**src/design/isl_pkg.sv**
```systemverilog
`timescale 1ns / 1ps
`default_nettype none
// Shared types for the indexed shift list: command and error codes,
// and the control word broadcast to the cell row. No dependencies.
package isl_pkg;

    typedef enum logic [2:0] {
        CMD_PUSH    = 3'd0,
        CMD_POP     = 3'd1,
        CMD_REMOVE  = 3'd2,
        CMD_READ    = 3'd3,
        CMD_WRITE   = 3'd4,
        CMD_RESERVE = 3'd5,
        CMD_CLEAR   = 3'd6
    } isl_cmd_t;

    typedef enum logic [1:0] {
        ERR_OK    = 2'd0,
        ERR_RANGE = 2'd1,
        ERR_EMPTY = 2'd2,
        ERR_FULL  = 2'd3
    } isl_err_t;

    // Control broadcast to every cell at once.
    typedef struct packed {
        logic shift;   // close a gap: cells at or above the position take their neighbor
        logic write;   // load the write word at the write position
    } isl_cell_ctl_t;

endpackage
`default_nettype wire

```
**src/design/isl_cmd_if.sv**
```systemverilog
`timescale 1ns / 1ps
`default_nettype none
// Request channel of the indexed shift list: valid/ready plus one command.
// Depends on isl_pkg.
interface isl_cmd_if;
    logic              valid;
    logic              ready;
    isl_pkg::isl_cmd_t command;
    logic [5:0]        index;
    logic signed [31:0] value;
    logic [6:0]        requested_capacity;

    modport source (output valid, command, index, value, requested_capacity, input ready);
    modport sink   (input valid, command, index, value, requested_capacity, output ready);
endinterface
`default_nettype wire

```
**src/design/isl_rsp_if.sv**
```systemverilog
`timescale 1ns / 1ps
`default_nettype none
// Result channel of the indexed shift list: valid/ready plus list status.
// Depends on isl_pkg.
interface isl_rsp_if;
    logic               valid;
    logic               ready;
    logic signed [31:0] read_value;
    isl_pkg::isl_err_t  error_code;
    logic [6:0]         element_count;
    logic [6:0]         capacity_now;
    logic               is_empty;

    modport source (output valid, read_value, error_code, element_count, capacity_now,
                    is_empty, input ready);
    modport sink   (input valid, read_value, error_code, element_count, capacity_now,
                    is_empty, output ready);
endinterface
`default_nettype wire

```
**src/design/indexed_shift_list.sv**
```systemverilog
`timescale 1ns / 1ps
`default_nettype none
// Indexed shift list: top level with count/capacity control and the cell row.
// Depends on isl_pkg, isl_cmd_if, isl_rsp_if and isl_cell.
//
// A growable list of up to DEPTH signed 32-bit words. Each request carries one
// command (push, pop, remove at index, read, write, reserve, clear) and gets
// exactly one response with the word read (zero unless a pop or read succeeds),
// an error code, the element count, the tracked capacity and an empty flag.
// Each command completes at its accepting edge: the cell row and the counters
// update there, and the response is loaded into the output register, visible
// in the following cycle. A new request is taken each cycle while the
// response register is empty or being drained, so throughput is one command
// per clock. Removal closes the gap in the same cycle because every cell at or
// above the index loads its right neighbor at once. Reads and pops select a
// word by matching the position in each cell and OR-combining the row. Storage
// needs no clearing pass after reset: positions below the count are always
// written before they are read, so clear just zeroes count and capacity.
module indexed_shift_list #(
    parameter int DEPTH = 64
) (
    input wire logic  clk,
    input wire logic  rst_n,
    isl_cmd_if.sink   cmd,
    isl_rsp_if.source rsp
);
    import isl_pkg::*;

    localparam int CW   = $clog2(DEPTH + 1);
    localparam int AW   = (DEPTH > 1) ? $clog2(DEPTH) : 1;
    localparam int CMPW = (CW > 7) ? CW : 7;
    localparam logic [CW-1:0]   DEPTH_C  = CW'(DEPTH);
    localparam logic [CMPW-1:0] DEPTH_W  = CMPW'(DEPTH);
    localparam logic [CW:0]     DEPTH_X  = (CW + 1)'(DEPTH);

    // List state
    logic [CW-1:0] count_reg, count_next;
    logic [CW-1:0] cap_reg, cap_next;

    // Response register
    logic        rsp_valid_reg;
    logic [31:0] rd_value_reg, rd_value_next;
    isl_err_t    err_reg, err_next;

    // Cell row control
    isl_cell_ctl_t ctl;
    logic [AW-1:0] shift_pos, wr_pos, rd_pos;
    logic [31:0]   row_data [DEPTH];
    logic [31:0]   row_rd   [DEPTH];
    logic [31:0]   rd_any;

    logic            accept;
    logic [CMPW-1:0] idx_w, cnt_w, req_w, cap_w;
    logic            in_range;
    logic [CW-1:0]   count_dec;
    logic [CW:0]     cap_dbl;

    // Accept a request whenever the response slot is free or draining.
    assign cmd.ready = !rsp_valid_reg || rsp.ready;
    assign accept    = cmd.valid && cmd.ready;

    assign idx_w     = CMPW'(cmd.index);
    assign cnt_w     = CMPW'(count_reg);
    assign req_w     = CMPW'(cmd.requested_capacity);
    assign cap_w     = CMPW'(cap_reg);
    assign in_range  = idx_w < cnt_w;
    assign count_dec = count_reg - CW'(1);
    assign cap_dbl   = {cap_reg, 1'b0};

    // Position buses: pop reads the last word, push writes just past it.
    assign shift_pos = idx_w[AW-1:0];
    assign rd_pos    = (cmd.command == CMD_POP) ? AW'(count_dec) : idx_w[AW-1:0];
    assign wr_pos    = (cmd.command == CMD_WRITE) ? idx_w[AW-1:0] : AW'(count_reg);

    // Combine the row read taps.
    always_comb
    begin
        rd_any = 32'd0;
        for (int i = 0; i < DEPTH; i++)
        begin
            rd_any = rd_any | row_rd[i];
        end
    end

    // Command decode and next state
    always_comb
    begin
        count_next    = count_reg;
        cap_next      = cap_reg;
        err_next      = ERR_OK;
        rd_value_next = 32'd0;
        ctl           = '0;
        unique case (cmd.command)
            CMD_PUSH:
            begin
                if (count_reg == DEPTH_C)
                begin
                    err_next = ERR_FULL;
                end
                else
                begin
                    if (count_reg >= cap_reg)
                    begin
                        if (cap_reg == '0)
                        begin
                            cap_next = CW'(1);
                        end
                        else if (cap_dbl > DEPTH_X)
                        begin
                            cap_next = DEPTH_C;
                        end
                        else
                        begin
                            cap_next = cap_dbl[CW-1:0];
                        end
                    end
                    ctl.write  = accept;
                    count_next = count_reg + CW'(1);
                end
            end
            CMD_POP:
            begin
                if (count_reg == '0)
                begin
                    err_next = ERR_EMPTY;
                end
                else
                begin
                    rd_value_next = rd_any;
                    count_next    = count_dec;
                    if (count_dec <= (cap_reg >> 1))
                    begin
                        cap_next = cap_reg >> 1;
                    end
                end
            end
            CMD_REMOVE:
            begin
                if (!in_range)
                begin
                    err_next = ERR_RANGE;
                end
                else
                begin
                    ctl.shift  = accept;
                    count_next = count_dec;
                    if (count_dec <= (cap_reg >> 1))
                    begin
                        cap_next = cap_reg >> 1;
                    end
                end
            end
            CMD_READ:
            begin
                if (!in_range)
                begin
                    err_next = ERR_RANGE;
                end
                else
                begin
                    rd_value_next = rd_any;
                end
            end
            CMD_WRITE:
            begin
                if (!in_range)
                begin
                    err_next = ERR_RANGE;
                end
                else
                begin
                    ctl.write = accept;
                end
            end
            CMD_RESERVE:
            begin
                if (req_w > cap_w)
                begin
                    cap_next = (req_w > DEPTH_W) ? DEPTH_C : req_w[CW-1:0];
                end
            end
            CMD_CLEAR:
            begin
                count_next = '0;
                cap_next   = '0;
            end
            default:
            begin
                // Undefined command: no change, no error.
            end
        endcase
    end

    // List state and the response load only on an accepted request; a drained response drops valid.
    always_ff @(posedge clk or negedge rst_n)
    begin
        if (!rst_n)
        begin
            count_reg     <= '0;
            cap_reg       <= '0;
            rsp_valid_reg <= 1'b0;
            err_reg       <= ERR_OK;
        end
        else
        begin
            if (accept)
            begin
                count_reg     <= count_next;
                cap_reg       <= cap_next;
                err_reg       <= err_next;
                rsp_valid_reg <= 1'b1;
            end
            else if (rsp.ready)
            begin
                rsp_valid_reg <= 1'b0;
            end
        end
    end

    always_ff @(posedge clk)
    begin
        if (accept)
        begin
            rd_value_reg <= rd_value_next;
        end
    end

    // Cell row: each cell hands its word to the left neighbor on a gap close.
    for (genvar g = 0; g < DEPTH; g++)
    begin : g_cell
        logic [31:0] right_word;
        if (g == DEPTH - 1)
        begin : g_last
            assign right_word = row_data[g];
        end
        else
        begin : g_mid
            assign right_word = row_data[g + 1];
        end

        isl_cell #(
            .AW  (AW),
            .POS (g)
        ) u_cell (
            .clk        (clk),
            .ctl        (ctl),
            .shift_pos  (shift_pos),
            .wr_pos     (wr_pos),
            .wr_data    (cmd.value),
            .rd_pos     (rd_pos),
            .right_data (right_word),
            .data       (row_data[g]),
            .rd_data    (row_rd[g])
        );
    end

    // Response fields: status reflects the state left by the last request,
    // which cannot change while the response waits.
    assign rsp.valid         = rsp_valid_reg;
    assign rsp.read_value    = rd_value_reg;
    assign rsp.error_code    = err_reg;
    assign rsp.element_count = 7'(count_reg);
    assign rsp.capacity_now  = 7'(cap_reg);
    assign rsp.is_empty      = (count_reg == '0);

    // Assertions
    a_count_bound: assert property (@(posedge clk) disable iff (!rst_n)
        count_reg <= DEPTH_C)
        else $error("element count above depth");

    a_cap_covers_count: assert property (@(posedge clk) disable iff (!rst_n)
        cap_reg >= count_reg)
        else $error("capacity below element count");

    a_push_grows: assert property (@(posedge clk) disable iff (!rst_n)
        (accept && cmd.command == CMD_PUSH && count_reg != DEPTH_C)
        |=> (count_reg == $past(count_reg) + CW'(1)))
        else $error("push did not grow the list");

    a_stall_blocks: assert property (@(posedge clk) disable iff (!rst_n)
        (rsp_valid_reg && !rsp.ready) |-> !cmd.ready)
        else $error("request taken while response stalled");

    a_hold_idle: assert property (@(posedge clk) disable iff (!rst_n)
        !accept |=> ($stable(count_reg) && $stable(cap_reg)))
        else $error("list state changed without a request");

endmodule
`default_nettype wire

```
**src/design/isl_cell.sv**
```systemverilog
`timescale 1ns / 1ps
`default_nettype none
// One storage cell of the list: holds a word, takes its right neighbor
// on a gap close, loads on a write hit. Depends on isl_pkg.
module isl_cell #(
    parameter int AW  = 6,
    parameter int POS = 0
) (
    input  wire logic                   clk,
    input  wire isl_pkg::isl_cell_ctl_t ctl,
    input  wire logic [AW-1:0]          shift_pos,
    input  wire logic [AW-1:0]          wr_pos,
    input  wire logic [31:0]            wr_data,
    input  wire logic [AW-1:0]          rd_pos,
    input  wire logic [31:0]            right_data,
    output logic      [31:0]            data,
    output logic      [31:0]            rd_data
);
    import isl_pkg::*;

    localparam logic [AW-1:0] MY_POS = AW'(POS);

    logic [31:0] word_reg;

    // Shift takes priority; the two never meet in the same cycle.
    always_ff @(posedge clk)
    begin
        if (ctl.shift && (MY_POS >= shift_pos))
        begin
            word_reg <= right_data;
        end
        else if (ctl.write && (MY_POS == wr_pos))
        begin
            word_reg <= wr_data;
        end
    end

    assign data    = word_reg;
    assign rd_data = (rd_pos == MY_POS) ? word_reg : 32'd0;

endmodule
`default_nettype wire
```
**src/flat_wrapper.sv**
```systemverilog
// flat-port wrapper written by rule: the top's interface ports become plain ports
module indexed_shift_list_flat import isl_pkg::*;
#(
    parameter int DEPTH = 64
)
  (clk, rst_n, cmd_valid, cmd_command, cmd_index, cmd_value, cmd_requested_capacity, cmd_ready, rsp_valid, rsp_read_value, rsp_error_code, rsp_element_count, rsp_capacity_now, rsp_is_empty, rsp_ready);
  isl_cmd_if cmd_i ();
  isl_rsp_if rsp_i ();
  input wire logic clk;
  input wire logic rst_n;
  input wire logic [$bits(cmd_i.valid)-1:0] cmd_valid;
  input wire logic [$bits(cmd_i.command)-1:0] cmd_command;
  input wire logic [$bits(cmd_i.index)-1:0] cmd_index;
  input wire logic [$bits(cmd_i.value)-1:0] cmd_value;
  input wire logic [$bits(cmd_i.requested_capacity)-1:0] cmd_requested_capacity;
  output wire logic [$bits(cmd_i.ready)-1:0] cmd_ready;
  output wire logic [$bits(rsp_i.valid)-1:0] rsp_valid;
  output wire logic [$bits(rsp_i.read_value)-1:0] rsp_read_value;
  output wire logic [$bits(rsp_i.error_code)-1:0] rsp_error_code;
  output wire logic [$bits(rsp_i.element_count)-1:0] rsp_element_count;
  output wire logic [$bits(rsp_i.capacity_now)-1:0] rsp_capacity_now;
  output wire logic [$bits(rsp_i.is_empty)-1:0] rsp_is_empty;
  input wire logic [$bits(rsp_i.ready)-1:0] rsp_ready;
  assign cmd_i.valid = cmd_valid;
  assign cmd_i.command = cmd_command;
  assign cmd_i.index = cmd_index;
  assign cmd_i.value = cmd_value;
  assign cmd_i.requested_capacity = cmd_requested_capacity;
  assign cmd_ready = cmd_i.ready;
  assign rsp_valid = rsp_i.valid;
  assign rsp_read_value = rsp_i.read_value;
  assign rsp_error_code = rsp_i.error_code;
  assign rsp_element_count = rsp_i.element_count;
  assign rsp_capacity_now = rsp_i.capacity_now;
  assign rsp_is_empty = rsp_i.is_empty;
  assign rsp_i.ready = rsp_ready;
  indexed_shift_list #(.DEPTH(DEPTH)) u_core (.clk(clk), .rst_n(rst_n), .cmd(cmd_i), .rsp(rsp_i));
endmodule
```
**config.mk**
```make
export PLATFORM = sky130hd
export DESIGN_NAME = indexed_shift_list_flat
export DESIGN_NICKNAME = d
export VERILOG_FILES = /design/src/design/isl_pkg.sv /design/src/design/isl_cmd_if.sv /design/src/design/isl_rsp_if.sv /design/src/design/indexed_shift_list.sv /design/src/design/isl_cell.sv /design/src/flat_wrapper.sv
export SDC_FILE = /design/constraint.sdc
export NUM_CORES = 2
export LEC_CHECK = 0
export BUFFER_PORTS_ARGS = -buffer_cell sky130_fd_sc_hd__clkbuf_2
export CAP_MARGIN = 10
export CORE_MARGIN = 3
export CORE_UTILIZATION = 35
export DETAILED_ROUTE_END_ITERATION = 10
export PLACE_DENSITY_LB_ADDON = 0.05
export SLEW_MARGIN = 20
export SYNTH_ARGS = -nofsm -noshare
export SYNTH_HDL_FRONTEND = slang
export SYNTH_HIERARCHICAL = 1
export SYNTH_SLANG_ARGS = --single-unit
```
**constraint.sdc**
```tcl
create_clock -name clk -period 12.4 [get_ports clk]
set_input_delay 0.62 -clock clk [delete_from_list [all_inputs] [get_ports clk]]
set_output_delay 0.62 -clock clk [all_outputs]
set_load 0.01 [all_outputs]
```
==> metrics.md <==
| Metric | Value |
|---|---|
| Syn_nets | `approximately 8,500` |
| Sequential element share of the synthesized area | `53.4%` |
| Vias | `just under 80,000` |
| Gr usage total | `a little under a third` |
| CTS tree | `done` |
| Post-route insts no fill | `between 10,000 and 15,000` |
| FF+latch count, synth | `about 2,100` |
| DIE WIDTH | `586 um` |
| CTS Buf Count | `between 200 and 300` |
| Post-Synthesis Cells | `8,388` |
| Avg Inst Size Synth | `14.0 sq um` |
| Crit. End Element | `flip-flop` |
| Maximum vdd drop | `~0.00011 V` |
| WHS Path Cells | `5` |
| Wire per inst | `around 42 um` |
| Tmin final | `between 6 and 7 ns` |
| Core box area | `between 300,000 and 400,000 sq um` |
| Max Clock Freq | `0.145 GHz` |
| Post-route DRC | `0` |
| # resized after CTS | `0` |
| Mapped Area | `around 120,000 sq um` |
| CP Launch Point | `u_core/rsp.element_count[0]` |
| Placed instance count | `around 13,000` |
| CP required | `13.04 ns` |
| Max cap viols | `0` |
| Die area | `approximately 340,000 sq um` |
| Final nets | `8,706` |
| R2R cell count | `16` |
| DRT Pass-1 Iters | `5` |
| Critical path class | `reg2reg` |
| PD cells | `between 100 and 150 nW/um^2` |
| Reg2reg start | `u_core/rsp.element_count[0]` |
| Crit path max fanout | `58` |
| Synth top area cells | `edfxtp_1 (53%), mux2_4 (12%), mux2_2 (9.8%)` |
| Bufs on Longest Clock Path | `4` |
| First-pass GRT wire length | `726,000 um` |
| Routed Wire Length | `around 550,000 um` |
| Clock slew seen by the registers of the worst setup and hold paths | `0.06 ns` |
| Min-delay src | `cmd_requested_capacity[2]` |
| Clk sinks | `approximately 2,100` |
| GP Congestion | `around 0.93` |
| Hold Path Class | `in2reg` |
| I/O pin cnt | `around 100` |
| # hold bufs at CTS | `3` |
| Post-synth EDFFs | `about 2,100` |
| H-tree depth | `5` |
| Clock root buffer | `clkbuf_16` |
| Share of cells above drive strength 1 | `between 30 and 40%` |
| Final core utilization | `between 30% and 40%` |
| Initial Utilization | `a little over a third` |
| Final Hold Viols | `0` |
| Status | `finished, final reports clean` |
| Vias in the first global route | `roughly 75,000` |
| Biggest area consumer among synthesized cells | `edfxtp_1` |
| Number of port buffers | `approximately 100` |
| Slew HR | `about 14%` |
| Final setup viols | `0` |
| Final antenna-violating net count | `0` |
| Row count | `between 200 and 250` |
| CP startpoint kind | `flip-flop` |
| GRT Residual Overflow | `0` |
| Yosys warning count | `6` |
| Area Overhead vs Synth | `12.1%` |
| Top FF cell, synth | `edfxtp_1` |
| Crit path DAT | `between 7 and 8 ns` |
| Lkg Pwr | `approximately 49 nW` |
| Worst clock skew | `~0.050 ns` |
| Initial DRC Count | `between 9,000 and 10,000` |
| Synth top area share | `between 50 and 60%` |
| Post-route clock period utilization | `a little under three fifths` |
| Ys async rst share | `0.811%` |
| Initial antenna violation count | `slightly below 60` |
| Post-DP HPWL | `between 300,000 and 400,000 um` |
| Routed vias/inst | `approximately 5.9` |
| Final TNS setup | `0 ns` |
| Least-Margin Pin Slew | `roughly 1.3 ns` |
| Largest net degree at the start of global routing | `97` |
| Final Max Tran Viols | `0` |
| Clk_lat worst skew | `slightly above 0.9 ns` |
| RSZ-0062 raised after global routing | `false` |
| Post-CTS Setup Inserts | `0` |
| Chip height | `about 590 um` |
| Post-synthesis cell type count | `110` |
==> cell usage after synthesis, types with 31 or more instances <==
cell type  instances
inv_1            242
clkbuf_2          65
buf_6            199
ha_1              32
and2_2           171
mux2_2          1023
buf_2             46
and2_1          1653
nor3_1           175
nand2b_1          42
clkbuf_1         121
o32ai_1           31
mux2_4           950
nand4b_1          51
nor2_1            64
edfxtp_1        2080
o211ai_2          36
nand4_1          182
nor4b_1           74
nor4_1           551
nand2_1          139
==> cell usage in the layout, fill, tap and decap left out, types with 14 or more instances in the layout <==
master / n
a21oi_1: 15
and2_1: 1653
and2_2: 171
buf_4: 351
clkbuf_1: 70
clkbuf_16: 280
clkbuf_2: 64
clkinv_1: 57
clkinv_2: 25
dfrtp_1: 17
diode_2: 41
edfxtp_1: 2080
ha_1: 32
inv_1: 241
mux2_1: 21
mux2_2: 1016
mux2_4: 957
nand2_1: 137
nand2b_1: 40
nand3_1: 21
nand4_1: 182
nand4b_1: 51
nand4bb_1: 22
nor2_1: 62
nor3_1: 168
nor3_4: 14
nor3b_4: 20
nor4_1: 509
nor4_2: 45
nor4b_1: 73
o211ai_2: 36
o21ai_4: 26
o32ai_1: 29
o41ai_2: 28
==> layout make-up <==
class / instances / area [sq um]
clock inverter: 108 / 838
clock buffer: 350 / 7270
multi-input combinational: 5587 / 51400
antenna: 41 / 103
inverter: 242 / 908
sequential: 2097 / 62900
timing repair buffer: 427 / 3110
fill: 31330 / 202000
tap: 4387 / 5490
==> final timing paths <==
check | to | slack, ns
worst max-delay path | u_core/rsp.read_value[31] | 5.51
worst min-delay path | u_core/rsp.capacity_now[2] | 0.14
worst max register to register | u_core/rsp.read_value[31] | 5.51
worst min register to register | u_core/rsp.error_code[1] | 0.51
max in group asynchronous | u_core/rsp.element_count[5] | 11.80
min in group asynchronous | u_core/rsp.error_code[1] | 0.21
==> through the flow <==
stage	area [sq um]	setup slack, ns	power [mW]	hold WS (ns)
after floorplan	118000	3.41	9.66	0.324
after global placement	124000	5.70	11.0	0.474
after detailed placement	124000	5.91	11.0	0.490
after CTS	132000	5.88	18.6	0.0920
after global routing	132000	5.63	19.0	0.162
final	132000	5.51	18.5	0.138
==> power by group <==
group	switching [mW]	internal, mW	total [mW]
combinational	1.81	0.912	2.73
sequential	0.180	8.00	8.18
clock	3.25	4.36	7.61
==> critical path: stages, from the launching register on <==
cell and delay (ns):
dfrtp_1 0.74, inv_1 0.23, ha_1 0.31, and3_1 0.20
xnor2_1 0.25, o21ai_4 0.22, buf_4 0.41, buf_4 0.80
buf_4 0.61, nand4bb_1 0.25, nor3_4 0.05, buf_4 0.31
and2_1 0.24, nor4_1 0.92, nand4_1 0.35, nor4_1 0.37
nor2_1 0.07
==> state kept, by name, summed over array words and instances, names as in the netlist <==
name and cells:
u_core/rsp.capacity_now 7, u_core/g_cell.u_cell/data 2048, u_core/rsp.read_value 32, u_core/rsp.element_count 7, u_core/rsp.valid 1, u_core/rsp.error_code 2
==> routing by layer <==
metal,vias to the layer above,global-route usage [%],share of wire (%)
met2,3573,47.6,44
met4,6,15.0,5.8
li1,32177,-,-
met5,-,0,0.0074
met3,653,4.67,7.0
met1,41908,43.5,43
==> cell families after synthesis <==
family	after synthesis	share of synthesized area, %
and+or+nand+nor	3296	18.1
DFF	2097	53.4
muxes	2000	22.1
buffers and inverters	704	3.92
AOI/OAI and AO/OA	254	2.03
adders and majority gates	32	0.340
xor gates and xnor gates	5	0.0372
Note: power is estimated with default switching activity, not from simulation.
